<file path="config.mk">
export PLATFORM = sky130hd
export DESIGN_NAME = rc_channel_scaler_deadzone_top
export DESIGN_NICKNAME = d
export VERILOG_FILES = /design/src/hdl/rcsd_pkg.sv /design/src/hdl/rc_channel_scaler_deadzone_top.sv
export VERILOG_INCLUDE_DIRS = /design/src /design/src/hdl
export SDC_FILE = /design/constraint.sdc
export NUM_CORES = 2
export LEC_CHECK = 0
export ABC_AREA = 0
export BUFFER_PORTS_ARGS = -buffer_cell sky130_fd_sc_hd__buf_2
export CORE_UTILIZATION = 58
export CTS_BUF_LIST = sky130_fd_sc_hd__clkbuf_4 sky130_fd_sc_hd__clkbuf_8 sky130_fd_sc_hd__clkbuf_16
export CTS_CLUSTER_DIAMETER = 200
export DETAILED_ROUTE_END_ITERATION = 8
export GPL_ROUTABILITY_DRIVEN = 0
export PLACE_DENSITY = 0.76
export SLEW_MARGIN = 20
export SYNTH_ARGS = -nofsm -noshare
export SYNTH_HDL_FRONTEND = slang
export SYNTH_SLANG_ARGS = --single-unit
</file>
<file path="constraint.sdc">
create_clock -name clk -period 12.3 [get_ports clk]
set_input_delay 0.615 -clock clk [delete_from_list [all_inputs] [get_ports clk]]
set_output_delay 0.615 -clock clk [all_outputs]
set_load 0.02 [all_outputs]
</file>
<file path="src/hdl/rc_channel_scaler_deadzone_top_assert.svh">
// Assertion macros shared by the RTL of the channel scaler.
`ifndef RC_CHANNEL_SCALER_DEADZONE_TOP_ASSERT_SVH
`define RC_CHANNEL_SCALER_DEADZONE_TOP_ASSERT_SVH

// Same-cycle implication, disabled while reset is asserted.
`define RCSD_ASSERT_IMPL(label, clk, rst_n, ante, cons, msg) \
	label: assert property (@(posedge clk) disable iff (!rst_n) (ante) |-> (cons)) \
		else $error(msg);

// Next-cycle implication, disabled while reset is asserted.
`define RCSD_ASSERT_NEXT(label, clk, rst_n, ante, cons, msg) \
	label: assert property (@(posedge clk) disable iff (!rst_n) (ante) |=> (cons)) \
		else $error(msg);

`endif

</file>
<file path="src/hdl/rcsd_pkg.sv">
package rcsd_pkg;

	typedef struct packed {
		logic [15:0] width_ch1;
		logic [15:0] width_ch2;
		logic [15:0] width_ch3;
		logic [15:0] width_ch4;
		logic [15:0] width_ch5;
		logic [15:0] width_ch6;
	} rcsd_in_t;

	typedef struct packed {
		logic        radio_on;
		logic [16:0] throttle_out;
		logic [16:0] stick_b_out;
		logic [16:0] stick_c_out;
		logic [16:0] stick_d_out;
		logic        switch_a;
		logic        switch_b;
	} rcsd_out_t;

	localparam int CfgIdxW = 4;
	localparam int CfgDataW = 16;

	localparam logic [CfgIdxW-1:0] CfgOffCenter    = 4'd0;
	localparam logic [CfgIdxW-1:0] CfgOffTolerance = 4'd1;
	localparam logic [CfgIdxW-1:0] CfgSwitchAThr   = 4'd2;
	localparam logic [CfgIdxW-1:0] CfgSwitchBThr   = 4'd3;
	localparam logic [CfgIdxW-1:0] CfgDeadzoneOn   = 4'd4;
	localparam logic [CfgIdxW-1:0] CfgDeadzoneW    = 4'd5;
	localparam logic [CfgIdxW-1:0] CfgMappedMid    = 4'd6;
	localparam logic [CfgIdxW-1:0] CfgMappedLow    = 4'd7;

	// Gain magnitudes in unsigned Q1.15.
	localparam logic [15:0] Ch1Gain = 16'd33325;
	localparam logic [15:0] Ch2Gain = 16'd31736;
	localparam logic [15:0] Ch3Gain = 16'd30589;
	localparam logic [15:0] Ch4Gain = 16'd30310;

	// Offsets already scaled by 2^15.
	localparam logic [26:0] Ch1Base = 27'(2035 * 32768);
	localparam logic [26:0] Ch2Base = 27'(922 * 32768);
	localparam logic [26:0] Ch3Base = 27'(811 * 32768);
	localparam logic [26:0] Ch4Base = 27'(1814 * 32768);

	// Largest throttle and fourth-stick values the maps can produce.
	localparam logic [16:0] Ch1Max = 17'd2035;
	localparam logic [16:0] Ch4Max = 17'd1814;

	localparam int NumSticks = 3;

endpackage

</file>
<file path="src/hdl/rc_channel_scaler_deadzone_top.sv">
// Maps six RC pulse widths to throttle, three stick values and two switch bits.
// One transaction is taken per clock and busy never rises; the result appears
// on result with done high after the register stages below, and the receiver
// cannot hold it off. The four register stages are: constant-gain multiply with
// the radio-presence and switch compares, offset add with truncation and clamp
// at zero, deadzone distance compares, and the final deadzone select. Write
// configuration only while no transaction is in flight; cfg_ready is always high
// and writes to an unknown index are dropped.
`include "rc_channel_scaler_deadzone_top_assert.svh"

module rc_channel_scaler_deadzone_top (
	input  logic                          clk,
	input  logic                          arst_n,
	input  logic                          start,
	output logic                          busy,
	input  rcsd_pkg::rcsd_in_t            channels,
	output logic                          done,
	output rcsd_pkg::rcsd_out_t           result,
	input  logic                          cfg_valid,
	output logic                          cfg_ready,
	input  logic [rcsd_pkg::CfgIdxW-1:0]  cfg_index,
	input  logic [rcsd_pkg::CfgDataW-1:0] cfg_data
);
	import rcsd_pkg::*;

	logic [15:0] off_center_q;
	logic [15:0] off_tolerance_q;
	logic [15:0] switch_a_thr_q;
	logic [15:0] switch_b_thr_q;
	logic        deadzone_on_q;
	logic [9:0]  deadzone_w_q;
	logic [15:0] mapped_mid_q;
	logic [15:0] mapped_low_q;

	logic        vld_s1, vld_s2, vld_s3, vld_s4;
	logic        off_s1, off_s2, off_s3;
	logic        swa_s1, swa_s2, swa_s3;
	logic        swb_s1, swb_s2, swb_s3;
	logic [31:0] prod1_s1, prod2_s1, prod3_s1, prod4_s1;
	logic [16:0] thr_s2, thr_s3;
	logic [16:0] stick_s2 [NumSticks];
	logic [16:0] stick_s3 [NumSticks];
	logic        thr_low_s3;
	logic        in_zone_s3 [NumSticks];
	logic        above_s3 [NumSticks];
	logic        below_s3 [NumSticks];
	rcsd_out_t   result_s4;

	logic        accept;
	logic        radio_off;
	logic [16:0] ch5_diff;
	logic [16:0] ch5_dist;
	logic [16:0] thr_map;
	logic [16:0] stick_map [NumSticks];
	logic [17:0] mid_diff [NumSticks];
	logic [16:0] mid_dist [NumSticks];
	logic [16:0] thr_shaped;
	logic [16:0] stick_shaped [NumSticks];
	logic [16:0] dz_ext;
	logic [16:0] mid_ext;

	// Truncated map: negative or zero numerators clamp to zero, positive ones
	// drop the fractional bits, which is truncation toward zero.
	function automatic logic [16:0] lin_scale(input logic [31:0] prod,
		input logic [26:0] base, input logic negate);
		logic signed [33:0] p;
		logic signed [33:0] b;
		logic signed [33:0] n;
		p = signed'({2'b00, prod});
		b = signed'({7'b0, base});
		n = negate ? (b - p) : (p - b);
		return (n <= 34'sd0) ? 17'd0 : n[31:15];
	endfunction

	assign busy = 1'b0;
	assign cfg_ready = 1'b1;
	assign accept = start && !busy;
	assign dz_ext = {7'b0, deadzone_w_q};
	assign mid_ext = {1'b0, mapped_mid_q};

	always_ff @(posedge clk or negedge arst_n) begin
		if (!arst_n) begin
			off_center_q <= 16'd1000;
			off_tolerance_q <= 16'd50;
			switch_a_thr_q <= 16'd1500;
			switch_b_thr_q <= 16'd1500;
			deadzone_on_q <= 1'b1;
			deadzone_w_q <= 10'd20;
			mapped_mid_q <= 16'd500;
			mapped_low_q <= 16'd0;
		end else if (cfg_valid && cfg_ready) begin
			case (cfg_index)
				CfgOffCenter:    off_center_q <= cfg_data;
				CfgOffTolerance: off_tolerance_q <= cfg_data;
				CfgSwitchAThr:   switch_a_thr_q <= cfg_data;
				CfgSwitchBThr:   switch_b_thr_q <= cfg_data;
				CfgDeadzoneOn:   deadzone_on_q <= cfg_data[0];
				CfgDeadzoneW:    deadzone_w_q <= cfg_data[9:0];
				CfgMappedMid:    mapped_mid_q <= cfg_data;
				CfgMappedLow:    mapped_low_q <= cfg_data;
				default: begin
				end
			endcase
		end
	end

	// Stage 1: products and the channel-five / channel-six compares.
	always_comb begin
		ch5_diff = {1'b0, channels.width_ch5} - {1'b0, off_center_q};
		ch5_dist = ch5_diff[16] ? (17'd0 - ch5_diff) : ch5_diff;
		radio_off = (channels.width_ch5 == 16'd0) || (ch5_dist < {1'b0, off_tolerance_q});
	end

	always_ff @(posedge clk or negedge arst_n) begin
		if (!arst_n) begin
			vld_s1 <= 1'b0;
			vld_s2 <= 1'b0;
			vld_s3 <= 1'b0;
			vld_s4 <= 1'b0;
		end else begin
			vld_s1 <= accept;
			vld_s2 <= vld_s1;
			vld_s3 <= vld_s2;
			vld_s4 <= vld_s3;
		end
	end

	always_ff @(posedge clk) begin
		prod1_s1 <= {16'b0, channels.width_ch1} * {16'b0, Ch1Gain};
		prod2_s1 <= {16'b0, channels.width_ch2} * {16'b0, Ch2Gain};
		prod3_s1 <= {16'b0, channels.width_ch3} * {16'b0, Ch3Gain};
		prod4_s1 <= {16'b0, channels.width_ch4} * {16'b0, Ch4Gain};
		off_s1 <= radio_off;
		swa_s1 <= channels.width_ch5 >= switch_a_thr_q;
		swb_s1 <= channels.width_ch6 >= switch_b_thr_q;
	end

	// Stage 2: offsets and truncation.
	always_comb begin
		thr_map = lin_scale(prod1_s1, Ch1Base, 1'b1);
		stick_map[0] = lin_scale(prod2_s1, Ch2Base, 1'b0);
		stick_map[1] = lin_scale(prod3_s1, Ch3Base, 1'b0);
		stick_map[2] = lin_scale(prod4_s1, Ch4Base, 1'b1);
	end

	always_ff @(posedge clk) begin
		thr_s2 <= thr_map;
		for (int i = 0; i < NumSticks; i++) begin
			stick_s2[i] <= stick_map[i];
		end
		off_s2 <= off_s1;
		swa_s2 <= swa_s1;
		swb_s2 <= swb_s1;
	end

	// Stage 3: stick distances from the center and the throttle vs the deadzone.
	always_comb begin
		for (int i = 0; i < NumSticks; i++) begin
			mid_diff[i] = {1'b0, stick_s2[i]} - {1'b0, mid_ext};
			mid_dist[i] = mid_diff[i][17] ? 17'(18'd0 - mid_diff[i]) : mid_diff[i][16:0];
		end
	end

	always_ff @(posedge clk) begin
		thr_s3 <= thr_s2;
		thr_low_s3 <= thr_s2 < dz_ext;
		for (int i = 0; i < NumSticks; i++) begin
			stick_s3[i] <= stick_s2[i];
			in_zone_s3[i] <= mid_dist[i] < dz_ext;
			above_s3[i] <= !mid_diff[i][17] && (mid_diff[i] != 18'd0);
			below_s3[i] <= mid_diff[i][17];
		end
		off_s3 <= off_s2;
		swa_s3 <= swa_s2;
		swb_s3 <= swb_s2;
	end

	// Stage 4: deadzone select and the clear while the radio is off. Sums cannot
	// leave 17 bits since the maps stay below 2^16 and the deadzone below 2^10.
	always_comb begin
		if (!deadzone_on_q) begin
			thr_shaped = thr_s3;
		end else if (thr_low_s3) begin
			thr_shaped = {1'b0, mapped_low_q};
		end else begin
			thr_shaped = thr_s3 - dz_ext;
		end
		for (int i = 0; i < NumSticks; i++) begin
			if (!deadzone_on_q) begin
				stick_shaped[i] = stick_s3[i];
			end else if (in_zone_s3[i]) begin
				stick_shaped[i] = mid_ext;
			end else if (above_s3[i]) begin
				stick_shaped[i] = stick_s3[i] - dz_ext;
			end else if (below_s3[i]) begin
				stick_shaped[i] = stick_s3[i] + dz_ext;
			end else begin
				stick_shaped[i] = stick_s3[i];
			end
		end
	end

	always_ff @(posedge clk) begin
		if (off_s3) begin
			result_s4 <= '0;
		end else begin
			result_s4.radio_on <= 1'b1;
			result_s4.throttle_out <= thr_shaped;
			result_s4.stick_b_out <= stick_shaped[0];
			result_s4.stick_c_out <= stick_shaped[1];
			result_s4.stick_d_out <= stick_shaped[2];
			result_s4.switch_a <= swa_s3;
			result_s4.switch_b <= swb_s3;
		end
	end

	assign done = vld_s4;
	assign result = result_s4;

	`RCSD_ASSERT_IMPL(a_off_all_zero, clk, arst_n,
		done && !result.radio_on,
		result.throttle_out == 17'd0 && result.stick_b_out == 17'd0 &&
		result.stick_c_out == 17'd0 && result.stick_d_out == 17'd0 &&
		!result.switch_a && !result.switch_b,
		"radio off but result fields not cleared")
	`RCSD_ASSERT_IMPL(a_thr_bound, clk, arst_n,
		done && result.radio_on && !deadzone_on_q,
		result.throttle_out <= Ch1Max,
		"throttle beyond its map range")
	`RCSD_ASSERT_IMPL(a_stick_d_bound, clk, arst_n,
		done && result.radio_on && !deadzone_on_q,
		result.stick_d_out <= Ch4Max,
		"fourth stick beyond its map range")
	`RCSD_ASSERT_NEXT(a_stage3_delivers, clk, arst_n,
		vld_s3, done,
		"transaction in the last compare stage did not produce a result")
endmodule
</file>
# --- Yosys cells after proc, flatten, opt, wreduce, memory -nomap -nowiden ---
# Memories as Yosys holds them, arrays and structs flattened.
# Index checks and enable logic that the tools add are counted.
word_totals:
  regBits: 347
  memories: 5
  ramBits: 111
  elab_cells: 123
op_classes:
  n_mux: 22
  n_lt_le_gt_ge: 11
  n_reduce_logical: 20
  mul: 4
  n_eq_ne: 7
  add_sub_neg: 19
memory_table:
  columns: ["name", "depth", "width", "read_ports", "rd_clocked_by_memory_dff", "write_ports", "line_no", "rtl"]
  rows:
  - ["stick_s2", 3, 17, 3, 0, 3, "rc_channel_scaler_deadzone_top.sv:41", "logic [16:0] stick_s2 [NumSticks];"]
  - ["stick_s3", 3, 17, 3, 0, 3, "rc_channel_scaler_deadzone_top.sv:42", "logic [16:0] stick_s3 [NumSticks];"]
  - ["above_s3", 3, 1, 3, 0, 3, "rc_channel_scaler_deadzone_top.sv:45", "logic above_s3 [NumSticks];"]
  - ["below_s3", 3, 1, 3, 0, 3, "rc_channel_scaler_deadzone_top.sv:46", "logic below_s3 [NumSticks];"]
  - ["in_zone_s3", 3, 1, 3, 0, 3, "rc_channel_scaler_deadzone_top.sv:44", "logic in_zone_s3 [NumSticks];"]
ops:
  columns: ["operator", "n"]
  rows:
  - ["$mux 17", 21]
  - ["$le 32x1->1 const B", 3]
  - ["$mux 71", 1]
  - ["$lt 17x10->1", 4]
  - ["$sub 1x17->17 const A", 4]
  - ["$sub 17x10->17", 4]
  - ["$sub 31x25->32 const B", 2]
  - ["$reduce_bool 18->1", 3]
  - ["$sub 17x16->18", 3]
  - ["$add 17x10->17", 3]
  - ["$le 33x1->1 const B", 1]
  - ["$sub 26x32->33 const A", 1]
  - ["$ge 16x16->1", 2]
  - ["$mul 16x16->32 const B", 1]
  - ["$sub 26x31->32 const A", 1]
  - ["$mul 16x15->31 const B", 1]
  - ["$mul 16x14->30 const B", 1]
  - ["$mul 16x12->28 const B", 1]
  - ["$lt 17x16->1", 1]
  - ["$sub 16x16->17", 1]
  - ["$eq 4x3->1 const B", 4]
  - ["$logic_not 16->1", 1]
  - ["$reduce_and 2->1", 8]
  - ["$eq 4x2->1 const B", 2]
  - ["5 further kinds", 9]

# --- Longest topological paths before layout ---
# An unclocked memory read counts as a cell.
logic_depth:
  depth_word: 7
  ltp_mapped: 26
  mapped_depth_nobuf: 25

# --- Worst setup path before layout ---
# Ideal clock, no wire load.
synth_path:
  path_type: "input to register"
  startpoint: "in channels[53] (netlist bit)"
  endpoint: "reg prod3_s1[29]"
  t_arrival_ps: 6332
  t_required_ps: 12228
  stages: 23
  path_slack_ps: 5896
  cell_sequence: "fa_1 inv_1 fa_1 inv_1 fa_1 inv_1 fa_1 inv_1 fa_1 inv_1 fa_1 inv_1 ha_1 a2111oi_0 o21ai_1 a211oi_1 o21ai_1 o311ai_1 o21ai_1 a2111oi_0 o21bai_1 a21oi_1 xnor2_1"
synth_between:
  elab_chain_len: 1
synth_rtl:
  columns: ["item", "line_no", "rtl"]
  rows:
  - ["from (decl)", "rc_channel_scaler_deadzone_top.sv:16", "input rcsd_pkg::rcsd_in_t channels,"]
  - ["$mul 16x15->31", "rc_channel_scaler_deadzone_top.sv:131", "prod3_s1 <= {16'b0, channels.width_ch3} * {16'b0, Ch3Gain};"]
  - ["to (signal assigned)", "rc_channel_scaler_deadzone_top.sv:131", null]
  - ["to (decl)", "rc_channel_scaler_deadzone_top.sv:39", "logic [31:0] prod1_s1, prod2_s1, prod3_s1, prod4_s1;"]
# No other way between the ends.
# A chain may end at the register's enable or synchronous reset.

# --- Final worst setup path ---
# Ends and elaborated chain as after synthesis.

==> flow_summary.toml <==
[status]
status = "finished clean"

[floorplanning]
die_w_um = 271
dieArea_um2 = 73300
rows = 98
fp.dieH_um = 271
core_um2 = 71500
start_util_pct = 58.6
io_pins = 194

[clock_tree]
path_clk_slew_ns = 0.06
clkSinkCount = 458
clockRootBuffer = "clkbuf_16"
clockBufferDepth = 3
htree_levels = 2
post_cts_buffers = 0
clock_latency_ns = 0.64
cts_tree = "done"
cts_buffers = 50

[timing]
rsz0062_at_grt = "false"
fin_skew_ns = 0.0563
fin_ws_ns = 5.66
timing.fmax_ghz = 0.151
drv_slew = 0
relSlewSlack_pct = 29.1
fin_crit_ns = 6.64
timing.setup.tns_ns = 0
period_share_pct = 54.0
worst_pin_slew_ns = 1.05
hold_ws_ns = 0.102
final_hold_viol_count = 0
setup_viol = 0

[critical_path]
cp_max_fo = 7
critPathRequiredTime_ns = 12.81
worstSetupPathType = "input port to flip-flop"
r2r-start = "mapped_mid_q[2]"
cp_cell_sequence = "buf_2 > fa_1 > inv_1 > fa_1 > inv_1 > fa_1 > inv_1 > fa_1 > inv_1 > fa_1 > inv_1 > fa_1 > inv_1 > ha_1 > a2111oi_0 > o21ai_1 > a211oi_1 > o21ai_1 > o311ai_1 > o21ai_1 > a2111oi_0 > o21bai_1 > a21oi_1 > xnor2_1"
crit_end = "prod3_s1[29]"
crit_slowest_cell = "fa_1"
rrSetupSlack_ns = 6.74
cp-end-kind = "flip-flop"
cp-startpoint = "channels[53]"
cp.arrival_ns = 7.15
r2r_end = "in_zone_s3[0][1]"
reg2reg_depth = 20
cp-start-kind = "input port"
critPathMaxStageDelay_ns = 0.60

[power_and_ir_drop]
switching_share_pct = 47.2
p_sw_uw = 6770
pwr_density_cell_nw_per_um2 = 314
leakage_uw = 0.0223
ir_drop_v = 0.000312
power_frac_comb_pct = 70.6
seqPwrFrac_pct = 18.1
p_clk_share_pct = 11.3
intPower_uw = 7560

[yosys]
synth_warnings = 0
synth_area_um2 = 41900
ys_types = 96
synth-edff-count = 0
async_flop_share_pct = 24.2
synth_cells = 4468
synth_area_per_cell_um2 = 9.38
ys_seq_area_share_pct = 23.3
synth_seq_cells = 458
synth_flop_cell = "dfxtp_1"

[place]
place_hpwl_mm = 80.8
port_buffers = 191
place_ws_ns = 5.18

[global_routing]
grt_overflow = 0
grt_max_degree = 76
grt_pass1_wl_mm = 165
antenna_found_initial = 3
grt_pass1_vias = 31900
grtUsageTotal_pct = 27.9

[finish]
layout_commonest_cell = "inv_1"
drive_above_1_share_pct = 9.69
fin_nets = 5779
area_growth_pct = 9.06
diodes = 0
layout_common_cells = "inv_1, ha_1, fa_1"

[route]
via_count = 32400
drc = 0
routed.top_layer = "met5"
met3WireLength_mm = 6.96
wirelength_met1_mm = 44.3
drt_first_iter_violations = 2491
vias_per_cell = 5.74
wirelength_mm = 101
ant_nets = 0
routedWlPerCell_um = 18.0
wl_met2_mm = 46.4
drt_first_pass_iters = 6

[hold_path]
min_path_type = "input port to flip-flop"
whs_path_depth = 1

[run]
drv_cap = 0
## layer usage
metal  GRT usage (%)  vias up
met1            37.6    15500
met3            4.59      229
met4            9.78        6
met5               0        -
met2            45.4      995
li1                -    15700
## kinds of logic (layout without fill, tap and decap cells)
family	Yosys count	in the layout	synth area share, %
buf+inv	786	998	7.07
flops	458	458	23.3
other cells	2	16	0.0179
compound gates	942	942	14.8
simple gates	963	963	11.4
fa+ha+maj	1007	1007	36.4
mux	82	82	2.17
xor+xnor	228	228	4.79
## worst max-delay path, delay by kind of cell
kind            cells  cell delay [ns]
buf+inv             7             0.51
fa+ha+maj           7             3.51
compound gates      9             2.39
xor+xnor            1             0.13
## what timing repair did
item / CTS / global route
endpoints found under the hold margin: 29 / 0
hold buffers: 1 / 0
gates resized for setup: 0 / 0
## synthesized netlist by cell type (all sizes together), types with 68 or more instances
cell type	count	area share, %
nand3	68	0.81
a211oi	68	1.2
clkbuf	77	0.69
nand2	209	1.9
nor2	267	2.4
a21oi	226	2.7
ha	655	20
o21ai	216	2.6
dfrtp	79	4.7
xnor2	165	3.5
nor3	89	1.1
mux2	72	1.9
fa	352	17
inv	699	6.3
a21o	82	1.5
dfxtp	347	17
## area by class of cell
| type | instances | area [um2] |
|---|---|---|
| fillers | 5851 | 25800 |
| repair buffers | 203 | 1050 |
| clock buffers | 64 | 1440 |
| well taps | 950 | 1190 |
| clock inverters | 30 | 384 |
| inverters | 701 | 2630 |
| multi-input cells | 3238 | 29200 |
| flip-flops and latches | 458 | 9770 |
## flip-flops by register name (all words and copies together), names as in the netlist, 3 cells and up
register	flops
prod3_s1	31
prod2_s1	28
switch_a_thr_q	16
thr_s2	17
thr_s3	17
off_tolerance_q	16
switch_b_thr_q	16
above_s3	3
mapped_mid_q	16
stick_s3	51
below_s3	3
mapped_low_q	16
in_zone_s3	3
result	71
off_center_q	16
prod1_s1	32
prod4_s1	30
deadzone_w_q	10
stick_s2	51
## per-stage QoR
stage	total power, uW	utilization (%)	cells	cell area (um2)
finish	14300	63.9	5644	45700
global route	15900	63.9	5644	45700
CTS	14300	63.9	5644	45700
detailed placement	12600	61.3	5549	43900
global placement	12400	61.3	5549	43900
floorplan	10400	-	4482	41900
## power groups by stage
| stage | Combinational [uW] | Sequential (uW) | Clock [uW] |
|---|---|---|---|
| after floorplan | 7910 | 2530 | 0 |
| final | 10100 | 2600 | 1610 |
| after detailed placement | 10000 | 2610 | 0 |
| after global placement | 9810 | 2600 | 0 |
| after CTS | 10100 | 2580 | 1640 |
| after global routing | 11500 | 2650 | 1710 |
## how the worst min path moves through the flow
| stage | from | endpoint | slack (ns) |
|---|---|---|---|
| global placement | off_s2 | off_s3 | 0.31 |
| finish | start | vld_s1 | 0.10 |
| global route | start | vld_s1 | 0.07 |
| CTS | start | vld_s1 | 0.07 |
| floorplan | off_s1 | off_s2 | 0.31 |
| detailed placement | swa_s1 | swa_s2 | 0.32 |
No activity file was read; power rests on OpenSTA's default activity.
